## config.mk

```make
export PLATFORM = sky130hd
export DESIGN_NAME = modular_matrix_power_recurrence_top
export DESIGN_NICKNAME = d
export VERILOG_FILES = /design/src/rtl/mmpr_pkg.sv /design/src/rtl/modular_matrix_power_recurrence_top.sv
export SDC_FILE = /design/constraint.sdc
export NUM_CORES = 2
export LEC_CHECK = 0
export BUFFER_PORTS_ARGS = -buffer_cell sky130_fd_sc_hd__buf_2
export CAP_MARGIN = 20
export CORE_UTILIZATION = 30
export DETAILED_ROUTE_END_ITERATION = 10
export PLACE_DENSITY = 0.53
export SETUP_SLACK_MARGIN = 0.1
export SLEW_MARGIN = 20
export SYNTH_ARGS = -nofsm -noshare
export SYNTH_HDL_FRONTEND = slang
export SYNTH_SLANG_ARGS = --single-unit
export TNS_END_PERCENT = 50
```

## constraint.sdc

```tcl
create_clock -name clk_i -period 22 [get_ports clk_i]
set_input_delay 5.5 -clock clk_i [delete_from_list [all_inputs] [get_ports clk_i]]
set_output_delay 5.5 -clock clk_i [all_outputs]
set_load 0.1 [all_outputs]
```

## src/rtl/mmpr_pkg.sv

```systemverilog
package mmpr_pkg;

  // Exponent width and the counter that walks its bits.
  localparam int EXP_BITS = 63;
  localparam int BIT_W    = (EXP_BITS > 1) ? $clog2(EXP_BITS) : 1;

  // Residues are 30 bits wide; the modulus needs exactly that many bits.
  localparam int VAL_W    = 30;
  localparam int PROD_W   = 2 * VAL_W;
  localparam int MULT_W   = 32;

  localparam logic [VAL_W-1:0]  MODULUS   = VAL_W'(1000000007);
  localparam logic [MULT_W-1:0] MOD_W32   = MULT_W'(1000000007);
  localparam logic [MULT_W-1:0] TWO_MOD   = MULT_W'(2000000014);

  // Barrett constant floor(2^(2*VAL_W) / MODULUS), evaluated at elaboration.
  localparam logic [63:0] BARRETT_MU = (64'd1 << PROD_W) / 64'd1000000007;

  // Configuration register indexes.
  localparam int NUM_REGS = 6;
  localparam int IDX_W    = 3;
  localparam logic [IDX_W-1:0] REG_COEF00 = IDX_W'(0);
  localparam logic [IDX_W-1:0] REG_COEF01 = IDX_W'(1);
  localparam logic [IDX_W-1:0] REG_COEF10 = IDX_W'(2);
  localparam logic [IDX_W-1:0] REG_COEF11 = IDX_W'(3);
  localparam logic [IDX_W-1:0] REG_START0 = IDX_W'(4);
  localparam logic [IDX_W-1:0] REG_START1 = IDX_W'(5);

  // Which right-hand operand the current matrix product uses.
  typedef enum logic [1:0] {
    MODE_SQUARE = 2'd0,
    MODE_BASE   = 2'd1,
    MODE_VECTOR = 2'd2
  } mode_e;

  // A register value may sit at or above the modulus; one subtraction fixes it.
  function automatic logic [VAL_W-1:0] reduce_once(input logic [VAL_W-1:0] x);
    reduce_once = (x >= MODULUS) ? (x - MODULUS) : x;
  endfunction

endpackage

```

## src/rtl/modular_matrix_power_recurrence_top.sv

```systemverilog
// Sequence: the operands are loaded, then each exponent bit down to and including the
// highest set bit is scanned; each lower bit costs a matrix square, plus a multiply by
// the base when it is set; then the final vector product runs and the result is handed over.
// Throughput: one item at a time; the shared 32x32 multiplier with its Barrett reduction
// (8 modular products per matrix product) sets the rate.
// Reset: asynchronous, active low; the configuration registers return to the Fibonacci matrix and start.
module modular_matrix_power_recurrence_top
  import mmpr_pkg::*;
(
  input  logic                clk_i,
  input  logic                rst_ni,
  input  logic                cfg_we_i,
  input  logic [IDX_W-1:0]    cfg_index_i,
  input  logic [VAL_W-1:0]    cfg_wdata_i,
  input  logic                in_valid_i,
  output logic                in_ready_o,
  input  logic [EXP_BITS-1:0] exponent_i,
  output logic                out_valid_o,
  input  logic                out_ready_i,
  output logic [VAL_W-1:0]    term_value_o
);

  // The sequencer walks the exponent from its top bit. Until the first set bit
  // the accumulator is the identity, so squaring is skipped and the first set
  // bit simply loads the base matrix. Every later bit costs one matrix square
  // and, when set, one multiply by the base. A matrix product is eight modular
  // products, each run through the one shared multiplier in three passes:
  // the plain product, then the two Barrett multiplies that reduce it.
  typedef enum logic [9:0] {
    S_IDLE   = 10'b00_0000_0001,
    S_PREP   = 10'b00_0000_0010,
    S_SCAN   = 10'b00_0000_0100,
    S_MUL    = 10'b00_0000_1000,
    S_BAR1   = 10'b00_0001_0000,
    S_BAR2   = 10'b00_0010_0000,
    S_FIX    = 10'b00_0100_0000,
    S_ACC    = 10'b00_1000_0000,
    S_COMMIT = 10'b01_0000_0000,
    S_FIN    = 10'b10_0000_0000
  } state_e;

  state_e            state_q, state_d;
  logic [BIT_W-1:0]  bit_q, bit_d;
  logic              id_q, id_d;
  mode_e             mode_q, mode_d;
  logic [2:0]        k_q, k_d;
  logic              out_valid_q;
  logic [VAL_W-1:0]  out_q;

  logic [VAL_W-1:0]    cfg_q [NUM_REGS];
  logic [EXP_BITS-1:0] exp_q;
  logic [VAL_W-1:0]    base_q [4];
  logic [VAL_W-1:0]    acc_q  [4];
  logic [VAL_W-1:0]    new_q  [4];
  logic [VAL_W-1:0]    svec_q [2];

  // Barrett pipeline registers.
  logic [PROD_W-1:0]   x_q;
  logic [VAL_W:0]      q3_q;
  logic [MULT_W-1:0]   r_q;
  logic [VAL_W-1:0]    fr_q;
  logic [VAL_W-1:0]    sum_q;

  logic [MULT_W-1:0]   mop_a, mop_b;
  logic [63:0]         prod;
  logic [1:0]          a_idx, b_idx;
  logic [1:0]          e_idx;
  logic                k_last;
  logic                cur_bit;
  logic [VAL_W-1:0]    fix_val;
  logic [VAL_W:0]      add_sum;
  logic [VAL_W-1:0]    add_mod;
  logic                fin_load;

  // Term k of a product: row k[2], column k[1], inner index k[0].
  assign a_idx   = {k_q[2], k_q[0]};
  assign b_idx   = {k_q[0], k_q[1]};
  assign e_idx   = {k_q[2], k_q[1]};
  assign k_last  = (mode_q == MODE_VECTOR) ? (k_q == 3'd1) : (k_q == 3'd7);
  assign cur_bit = exp_q[bit_q];

  // The one shared multiplier and its operand selection.
  always_comb begin
    mop_a = '0;
    mop_b = '0;
    unique case (state_q)
      S_MUL: begin
        mop_a = MULT_W'(acc_q[a_idx]);
        unique case (mode_q)
          MODE_SQUARE: mop_b = MULT_W'(acc_q[b_idx]);
          MODE_BASE:   mop_b = MULT_W'(base_q[b_idx]);
          MODE_VECTOR: mop_b = MULT_W'(svec_q[k_q[0]]);
          default:     mop_b = '0;
        endcase
      end
      S_BAR1: begin
        mop_a = MULT_W'(x_q[PROD_W-1:VAL_W-1]);
        mop_b = BARRETT_MU[MULT_W-1:0];
      end
      S_BAR2: begin
        mop_a = MULT_W'(q3_q);
        mop_b = MOD_W32;
      end
      default: begin
        mop_a = '0;
        mop_b = '0;
      end
    endcase
  end

  assign prod = {32'd0, mop_a} * {32'd0, mop_b};

  // Barrett leaves a remainder below three moduli.
  always_comb begin
    if (r_q >= TWO_MOD) begin
      fix_val = VAL_W'(r_q - TWO_MOD);
    end else if (r_q >= MOD_W32) begin
      fix_val = VAL_W'(r_q - MOD_W32);
    end else begin
      fix_val = VAL_W'(r_q);
    end
  end

  assign add_sum = {1'b0, sum_q} + {1'b0, fr_q};
  assign add_mod = (add_sum >= {1'b0, MODULUS}) ? VAL_W'(add_sum - {1'b0, MODULUS})
                                                : VAL_W'(add_sum);

  assign fin_load = (state_q == S_FIN) && (!out_valid_q || out_ready_i);

  // Sequencer.
  always_comb begin
    state_d = state_q;
    bit_d   = bit_q;
    id_d    = id_q;
    mode_d  = mode_q;
    k_d     = k_q;
    unique case (state_q)
      S_IDLE: begin
        if (in_valid_i) begin
          state_d = S_PREP;
        end
      end
      S_PREP: begin
        state_d = S_SCAN;
        bit_d   = BIT_W'(EXP_BITS - 1);
        id_d    = 1'b1;
      end
      S_SCAN: begin
        if (id_q) begin
          if (cur_bit) begin
            id_d = 1'b0;
          end
          if (bit_q == '0) begin
            mode_d  = MODE_VECTOR;
            k_d     = '0;
            state_d = S_MUL;
          end else begin
            bit_d = bit_q - 1'b1;
          end
        end else begin
          mode_d  = MODE_SQUARE;
          k_d     = '0;
          state_d = S_MUL;
        end
      end
      S_MUL:  state_d = S_BAR1;
      S_BAR1: state_d = S_BAR2;
      S_BAR2: state_d = S_FIX;
      S_FIX:  state_d = S_ACC;
      S_ACC: begin
        if (k_last) begin
          state_d = (mode_q == MODE_VECTOR) ? S_FIN : S_COMMIT;
        end else begin
          k_d     = k_q + 1'b1;
          state_d = S_MUL;
        end
      end
      S_COMMIT: begin
        if ((mode_q == MODE_SQUARE) && cur_bit) begin
          mode_d  = MODE_BASE;
          k_d     = '0;
          state_d = S_MUL;
        end else if (bit_q == '0) begin
          mode_d  = MODE_VECTOR;
          k_d     = '0;
          state_d = S_MUL;
        end else begin
          bit_d   = bit_q - 1'b1;
          state_d = S_SCAN;
        end
      end
      S_FIN: begin
        if (fin_load) begin
          state_d = S_IDLE;
        end
      end
      default: state_d = S_IDLE;
    endcase
  end

  // Control state and configuration registers.
  always_ff @(posedge clk_i or negedge rst_ni) begin
    if (!rst_ni) begin
      state_q     <= S_IDLE;
      bit_q       <= '0;
      id_q        <= 1'b1;
      mode_q      <= MODE_SQUARE;
      k_q         <= '0;
      out_valid_q <= 1'b0;
      cfg_q[0]    <= VAL_W'(0);
      cfg_q[1]    <= VAL_W'(1);
      cfg_q[2]    <= VAL_W'(1);
      cfg_q[3]    <= VAL_W'(1);
      cfg_q[4]    <= VAL_W'(0);
      cfg_q[5]    <= VAL_W'(1);
    end else begin
      state_q     <= state_d;
      bit_q       <= bit_d;
      id_q        <= id_d;
      mode_q      <= mode_d;
      k_q         <= k_d;
      out_valid_q <= (out_valid_q && !out_ready_i) || fin_load;
      if (cfg_we_i) begin
        unique case (cfg_index_i)
          REG_COEF00: cfg_q[0] <= cfg_wdata_i;
          REG_COEF01: cfg_q[1] <= cfg_wdata_i;
          REG_COEF10: cfg_q[2] <= cfg_wdata_i;
          REG_COEF11: cfg_q[3] <= cfg_wdata_i;
          REG_START0: cfg_q[4] <= cfg_wdata_i;
          REG_START1: cfg_q[5] <= cfg_wdata_i;
          default: ;
        endcase
      end
    end
  end

  // Datapath registers.
  always_ff @(posedge clk_i) begin
    unique case (state_q)
      S_IDLE: begin
        if (in_valid_i) begin
          exp_q <= exponent_i;
        end
      end
      S_PREP: begin
        for (int i = 0; i < 4; i++) begin
          base_q[i] <= reduce_once(cfg_q[i]);
        end
        svec_q[0] <= reduce_once(cfg_q[4]);
        svec_q[1] <= reduce_once(cfg_q[5]);
        acc_q[0]  <= VAL_W'(1);
        acc_q[1]  <= '0;
        acc_q[2]  <= '0;
        acc_q[3]  <= VAL_W'(1);
      end
      S_SCAN: begin
        if (id_q && cur_bit) begin
          acc_q <= base_q;
        end
      end
      S_MUL:  x_q  <= prod[PROD_W-1:0];
      S_BAR1: q3_q <= prod[2*VAL_W+1:VAL_W+1];
      S_BAR2: r_q  <= x_q[MULT_W-1:0] - prod[MULT_W-1:0];
      S_FIX:  fr_q <= fix_val;
      S_ACC: begin
        if (!k_q[0]) begin
          sum_q <= fr_q;
        end else begin
          new_q[e_idx] <= add_mod;
        end
      end
      S_COMMIT: acc_q <= new_q;
      S_FIN: begin
        if (fin_load) begin
          out_q <= new_q[0];
        end
      end
      default: ;
    endcase
  end

  assign in_ready_o   = (state_q == S_IDLE);
  assign out_valid_o  = out_valid_q;
  assign term_value_o = out_q;

  // A delivered term is always a fully reduced residue.
  a_out_reduced : assert property (@(posedge clk_i) disable iff (!rst_ni)
    out_valid_o |-> (term_value_o < MODULUS))
    else $error("term value not reduced below the modulus");

  // An accepted item starts operand loading on the next cycle.
  a_accept_prep : assert property (@(posedge clk_i) disable iff (!rst_ni)
    (in_valid_i && in_ready_o) |=> (state_q == S_PREP))
    else $error("accepted item did not start operand loading");

  // The correction step always hands a reduced value to the accumulator.
  a_fix_reduced : assert property (@(posedge clk_i) disable iff (!rst_ni)
    (state_q == S_ACC) |-> (fr_q < MODULUS))
    else $error("Barrett remainder not reduced");

  // Matrix products only run once the accumulator has left the identity.
  a_square_after_load : assert property (@(posedge clk_i) disable iff (!rst_ni)
    ((state_q == S_MUL) && (mode_q != MODE_VECTOR)) |-> !id_q)
    else $error("matrix product started while accumulator is the identity");

endmodule
```

# After elaboration in Yosys (flattened, before gate mapping)
# Memory sizes are Yosys's and may differ from the RTL's.
# Index checks and enable logic that the tools add are counted.
# word_totals
register_bits	839
ramBits	60
input_bits	101
output_inout_bits	32
wordCells	176
memories	1
# classes
addsub	13
multipliers	1
n_lt_le_gt_ge	14
eq_ne	26
mux	56
bitwise_logic	4
n_reduce_logical	30
# memory_table
memory	words	word_bits	read_ports	rd_clocked_by_memory_dff	write_ports	line	text
svec_q	2	30	1	0	2	modular_matrix_power_recurrence_top.sv:55	logic [VAL_W-1:0] svec_q [2];
# ops
cell	n
$mux 30	16
$pmux 120 s3	1
$sub 30x30->30 const B	9
$bmux 30 s2	3
$ge 30x30->1 const B	6
$bwmux 120	1
$mux 120	1
$pmux 10 s10	1
$pmux 32 s3	1
$pmux 31 s3	1
$pmux 30 s3	1
$mul 32x32->62	1
$demux 30 s2	1
$mux 10	6
$ge 32x30->1 const B	1
$ge 32x31->1 const B	1
$sub 32x32->32	1
$add 30x30->31	1
$ge 31x30->1 const B	1
$reduce_and 2->1	12
$mux 6	3
$pmux 6 s3	1
$mux 3	4
$ne 2x2->1 const B	6
39 further kinds	64

# Longest topological paths before layout
# logic_depth
word_depth	8
ltp_mapped	45

# Least setup slack after synthesis
# OpenSTA, ideal clock, no wires.
# synth_path
path_type	reg-to-reg
startpoint	register state_q[8]
endpoint	register r_q[28] (data pin)
setup_time_ns	0.258
arrival_time_ns	11.810
required_time_ns	21.742
path_slack_ns	9.932
path_stages_with_launch	37
path_buffers	3
period_less_slack_ns	12.068
cell_sequence	dfrtp_1 nor4_1 nand4b_1 inv_2 clkbuf_1 clkbuf_1 o21ai_0 clkbuf_1 nor2_1 fa_1 fa_1 fa_1 inv_1 fa_1 inv_1 fa_1 fa_1 fa_1 fa_1 ha_1 nand2_1 nor3_1 a21o_1 a21oi_1 nand2_1 xnor2_1 inv_1 ha_1 nand3_1 o21a_1 maj3_1 a2111oi_0 o31ai_1 a31oi_1 o221a_2 nor2_1 xnor2_1
# synth_via
elab_chain_cells	4
word_cells_on_any_way	7
classes_between	1 x add/sub; 1 x mul; 3 x eq/ne; 2 x mux
# synth_rtl
element	line	text
start: declaration	modular_matrix_power_recurrence_top.sv:42	state_e state_q, state_d;
start signal: assignment	modular_matrix_power_recurrence_top.sv:217	state_q <= state_d;
$eq 10x6->1, or another cell as far along	modular_matrix_power_recurrence_top.sv:86	unique case (state_q)
$pmux 31 s3 / $pmux 32 s3 (equally long branches)	modular_matrix_power_recurrence_top.sv:86	
$mul 32x32->62 *	modular_matrix_power_recurrence_top.sv:111	assign prod = {32'd0, mop_a} * {32'd0, mop_b};
named net prod[19]	modular_matrix_power_recurrence_top.sv:65	logic [63:0] prod;
$sub 32x32->32 *	modular_matrix_power_recurrence_top.sv:263	S_BAR2: r_q <= x_q[MULT_W-1:0] - prod[MULT_W-1:0];
end signal: assignment	modular_matrix_power_recurrence_top.sv:263	
end: declaration	modular_matrix_power_recurrence_top.sv:60	logic [MULT_W-1:0] r_q;
# The timed path passes the listed nets; every way through them passes the cells marked *.
# A chain may end at the register's enable or synchronous reset.

# Worst setup path after layout
# layout_path
startpoint	register state_q[8]
endpoint	register r_q[31] (data pin)
# Same word-level chain as after synthesis.

==> metrics.txt <==
Post-Route Skew 0.0407 ns; xor/xnor share of the synthesized area 3.78%; final hold violation count 0; post-synthesis cell type with the largest combined area sky130_fd_sc_hd__edfxtp_1; source-to-sink clock delay at the later pin of the worst-skew pair 0.73 ns; fraction of registers with async set or reset after synthesis 22.6%; unrepaired setup endpoints after global routing no; switching power of the nets 0.00126 W; post-synthesis share of cell area spent on and, or, nand and nor gates 11.0%; total met2 wirelength after detailed routing 103000 microns; Die X 493 microns; share of cells above drive strength 1 11.6%; flip-flop and latch count after synthesis 899; total core area 240000 sq um; number of top-level pins 133; CP Class flop to flop; switching part of the total 27.5%; std cell rows 180; number of global-route vias before repair 52348; CTS tree done; max capacitance violation total 0; maximum clock insertion buffer count 3; predominant post-synthesis flop cell sky130_fd_sc_hd__edfxtp_1; kind of cell with the highest combined delay on the critical path adder cells; number of cells on the worst hold path 0; maximum number of pins on one net before global-route repair 99; weighted congestion reported at the end of routability-driven placement 0.930; area share of the leading cell type in the synthesized netlist 28.8%; number of remaining DRC errors 0; result of the run finished clean; share of synthesized area spent on multiplexers 6.61%; final critical-path share of the clock period 58.3%; origin of the critical flop-to-flop path state_q[8]; sequential group share of total power 49.8%; Post-synth EDFFs 696; metal3 WL 14200 microns; minimum setup slack after placement 9.33 ns; I/O Buffers 132; CP bufs+invs 7; worst vdd ir 0.0000712 V; library cell with the highest instance count after synthesis sky130_fd_sc_hd__nand2_1; capture point of the worst reg-to-reg path r_q[31]; DPL Wire Length 167000 microns; Internal Power 0.00332 W; Setup crit end kind flop; PnR worst setup slack 9.17 ns; number of CTS-inserted buffers 93; die extent in y 493 microns; most frequent CP cell sky130_fd_sc_hd__fa_1; library cell contributing the largest single delay on the critical path sky130_fd_sc_hd__a21o_1; number of instances in the synthesized netlist 6546; Clk pin slew, worst setup/hold paths 0.07 ns; Data required, critical path 22.57 ns; minimum period implied by the final worst setup slack 12.83 ns; die area 243000 sq um; logic depth of the worst register-to-register path 38; mean instance size in the synthesized netlist 11.1 sq um; Worst path max stage delay 0.96 ns; Final nets 7864; end point of the most critical hold path term_value_o[27]; global-route usage over all layers 18.4%; Yosys warnings 0; Max Transition Viols Final 0; combinational fraction of design power 13.6%; leakage power figure 32.4 nW; portion of total power attributed to the clock network 36.6%; Hold Startpoint new_q[117]; total standard cell area after synthesis 72500 sq um; post-detailed-route count of antenna-violating nets 0; slack of the worst reg-to-reg path 9.17 ns; vias after detailed routing 49513; timing-limited maximum frequency 78.0 MHz; detailed-routing wirelength on met1 96700 microns; top post-synthesis cells by count sky130_fd_sc_hd__nand2_1, sky130_fd_sc_hd__inv_1, sky130_fd_sc_hd__fa_1; number of H-tree levels 3; power density over cell area 56.9 nW/um^2; final number of setup-violating endpoints 0; vias per inst 5.01; highest metal used met5; total overflow reported by the global router 0; final wirelength 222000 microns; post-route setup TNS 0 ns; number of gates resized after cts 0; first-pass GRT wire length 337000 microns; worst hold path type flop to flop; wire length per cell after detailed routing 22.5 microns; post-cts hold buffer count 0; Sink Count 899; main area contributors after synthesis sky130_fd_sc_hd__edfxtp_1, sky130_fd_sc_hd__fa_1, sky130_fd_sc_hd__dfrtp_1; Setup crit start kind flop; endpoint arrival time on the critical path 13.39 ns; post-synth cell types 83; drt initial violations 4143; share of synthesized cell area in full adder, half adder and majority cells 28.7%; combinational family with the most area after synthesis adder cells; synthesis-to-layout area growth 11.0%; CTS root buf sky130_fd_sc_hd__clkbuf_16; top fanout value on the critical path 74; transition time of the tightest slew-check pin 1.23 ns; sequential area share after synthesis 35.9%; Post-CTS Setup Bufs 0; antenna violations before repair 8; Relative slew margins 17.8%; synthesized-area fraction occupied by ao, oa, aoi and oai cells 7.67%; detailed-routing iteration count for the pre-antenna-repair pass 6; effective utilization at floorplan 30.2%
==> sequential cells by signal, indices dropped and copies added (netlist names), 6 cells and up <==
| signal | flops |
|---|---|
| acc_q | 120 |
| base_q | 120 |
| bit_q | 6 |
| cfg_q | 180 |
| exp_q | 63 |
| fr_q | 30 |
| new_q | 120 |
| q3_q | 31 |
| r_q | 32 |
| state_q | 10 |
| sum_q | 30 |
| svec_q | 60 |
| term_value_o | 30 |
| x_q | 60 |
==> stage by stage <==
step                      total power [W]  area [sq um]  utilization (%)  instances  hold slack [ns]
after floorplan                   0.00270         72500                -       6551            0.427
after global placement            0.00291         77200             32.1       9696            0.450
after detailed placement          0.00294         77200             32.1       9696            0.437
after CTS                         0.00463         80400             33.5       9870            0.433
after global routing              0.00476         80400             33.5       9871            0.443
final                             0.00458         80400             33.5       9873            0.432
==> worst max path at each step <==
stage,start,to,slack (ns),depth (start not counted)
6_report,state_q[8],r_q[31],9.17,38
4_1_cts,state_q[8],r_q[31],9.28,40
3_3_place_gp,state_q[8],r_q[31],9.46,38
5_1_grt,state_q[8],r_q[28],8.49,37
2_1_floorplan,state_q[8],r_q[28],9.93,36
3_5_place_dp,state_q[8],r_q[31],9.33,38
==> cell usage in the layout (no fill, tap or decap), types with 76 or more instances in the layout <==
master                        n
sky130_fd_sc_hd__nand2_1    975
sky130_fd_sc_hd__dfrtp_1    193
sky130_fd_sc_hd__buf_4      128
sky130_fd_sc_hd__buf_2      131
sky130_fd_sc_hd__fa_1       839
sky130_fd_sc_hd__a21o_1     105
sky130_fd_sc_hd__and2_1      76
sky130_fd_sc_hd__clkbuf_16   94
sky130_fd_sc_hd__o21ai_0    159
sky130_fd_sc_hd__inv_1      920
sky130_fd_sc_hd__nand3_1     80
sky130_fd_sc_hd__edfxtp_1   696
sky130_fd_sc_hd__mux2_2     176
sky130_fd_sc_hd__ha_1       318
sky130_fd_sc_hd__a21oi_1    178
sky130_fd_sc_hd__nor2_1     342
sky130_fd_sc_hd__xor2_1      98
sky130_fd_sc_hd__mux4_2     110
sky130_fd_sc_hd__a22o_1     122
sky130_fd_sc_hd__xnor2_1    215
==> worst reg2reg max path, delay by kind of cell (launching register included) <==
kind,cells,cell delay (ns)
AOI/OAI and AO/OA,12,3.82
xor gates and xnor gates,1,0.20
adders and majority gates,11,4.47
buffers and inverters,7,1.99
DFF,1,0.45
and+or+nand+nor,7,1.73
==> kinds of logic (layout without fill, tap and decap cells) <==
family / count (synthesis) / in the layout
AO/OA/AOI/OAI: 820 / 820
XOR/XNOR: 313 / 313
adder cells (fa/ha/maj): 1162 / 1162
buffers and inverters: 1223 / 1357
flip-flops: 899 / 899
multiplexers: 319 / 319
other: 1 / 9
AND/OR/NAND/NOR: 1809 / 1809
==> final cells by class <==
type / instances / area, sq um
clock inverters: 57 / 734
well taps: 3185 / 3990
diodes: 3 / 7.51
inverters: 922 / 3470
flip-flops and latches: 899 / 26000
repair buffers: 261 / 1650
clock buffers: 117 / 2470
fillers: 24036 / 160000
multi-input cells: 4429 / 42100
==> per-layer routing <==
metal | GRT usage [%] | vias up
li1 | - | 21875
met1 | 25.1 | 25589
met2 | 29.8 | 1677
met3 | 2.47 | 370
met4 | 6.71 | 2
met5 | 0 | -
==> power by group through the flow <==
stage	combinational [W]	sequential [W]	clock, W
6_report	0.000623	0.00228	0.00168
4_1_cts	0.000628	0.00228	0.00172
3_3_place_gp	0.000614	0.00230	0
2_1_floorplan	0.000436	0.00226	0
3_5_place_dp	0.000626	0.00231	0
5_1_grt	0.000674	0.00231	0.00178
Power figures use the tool's default switching activity.
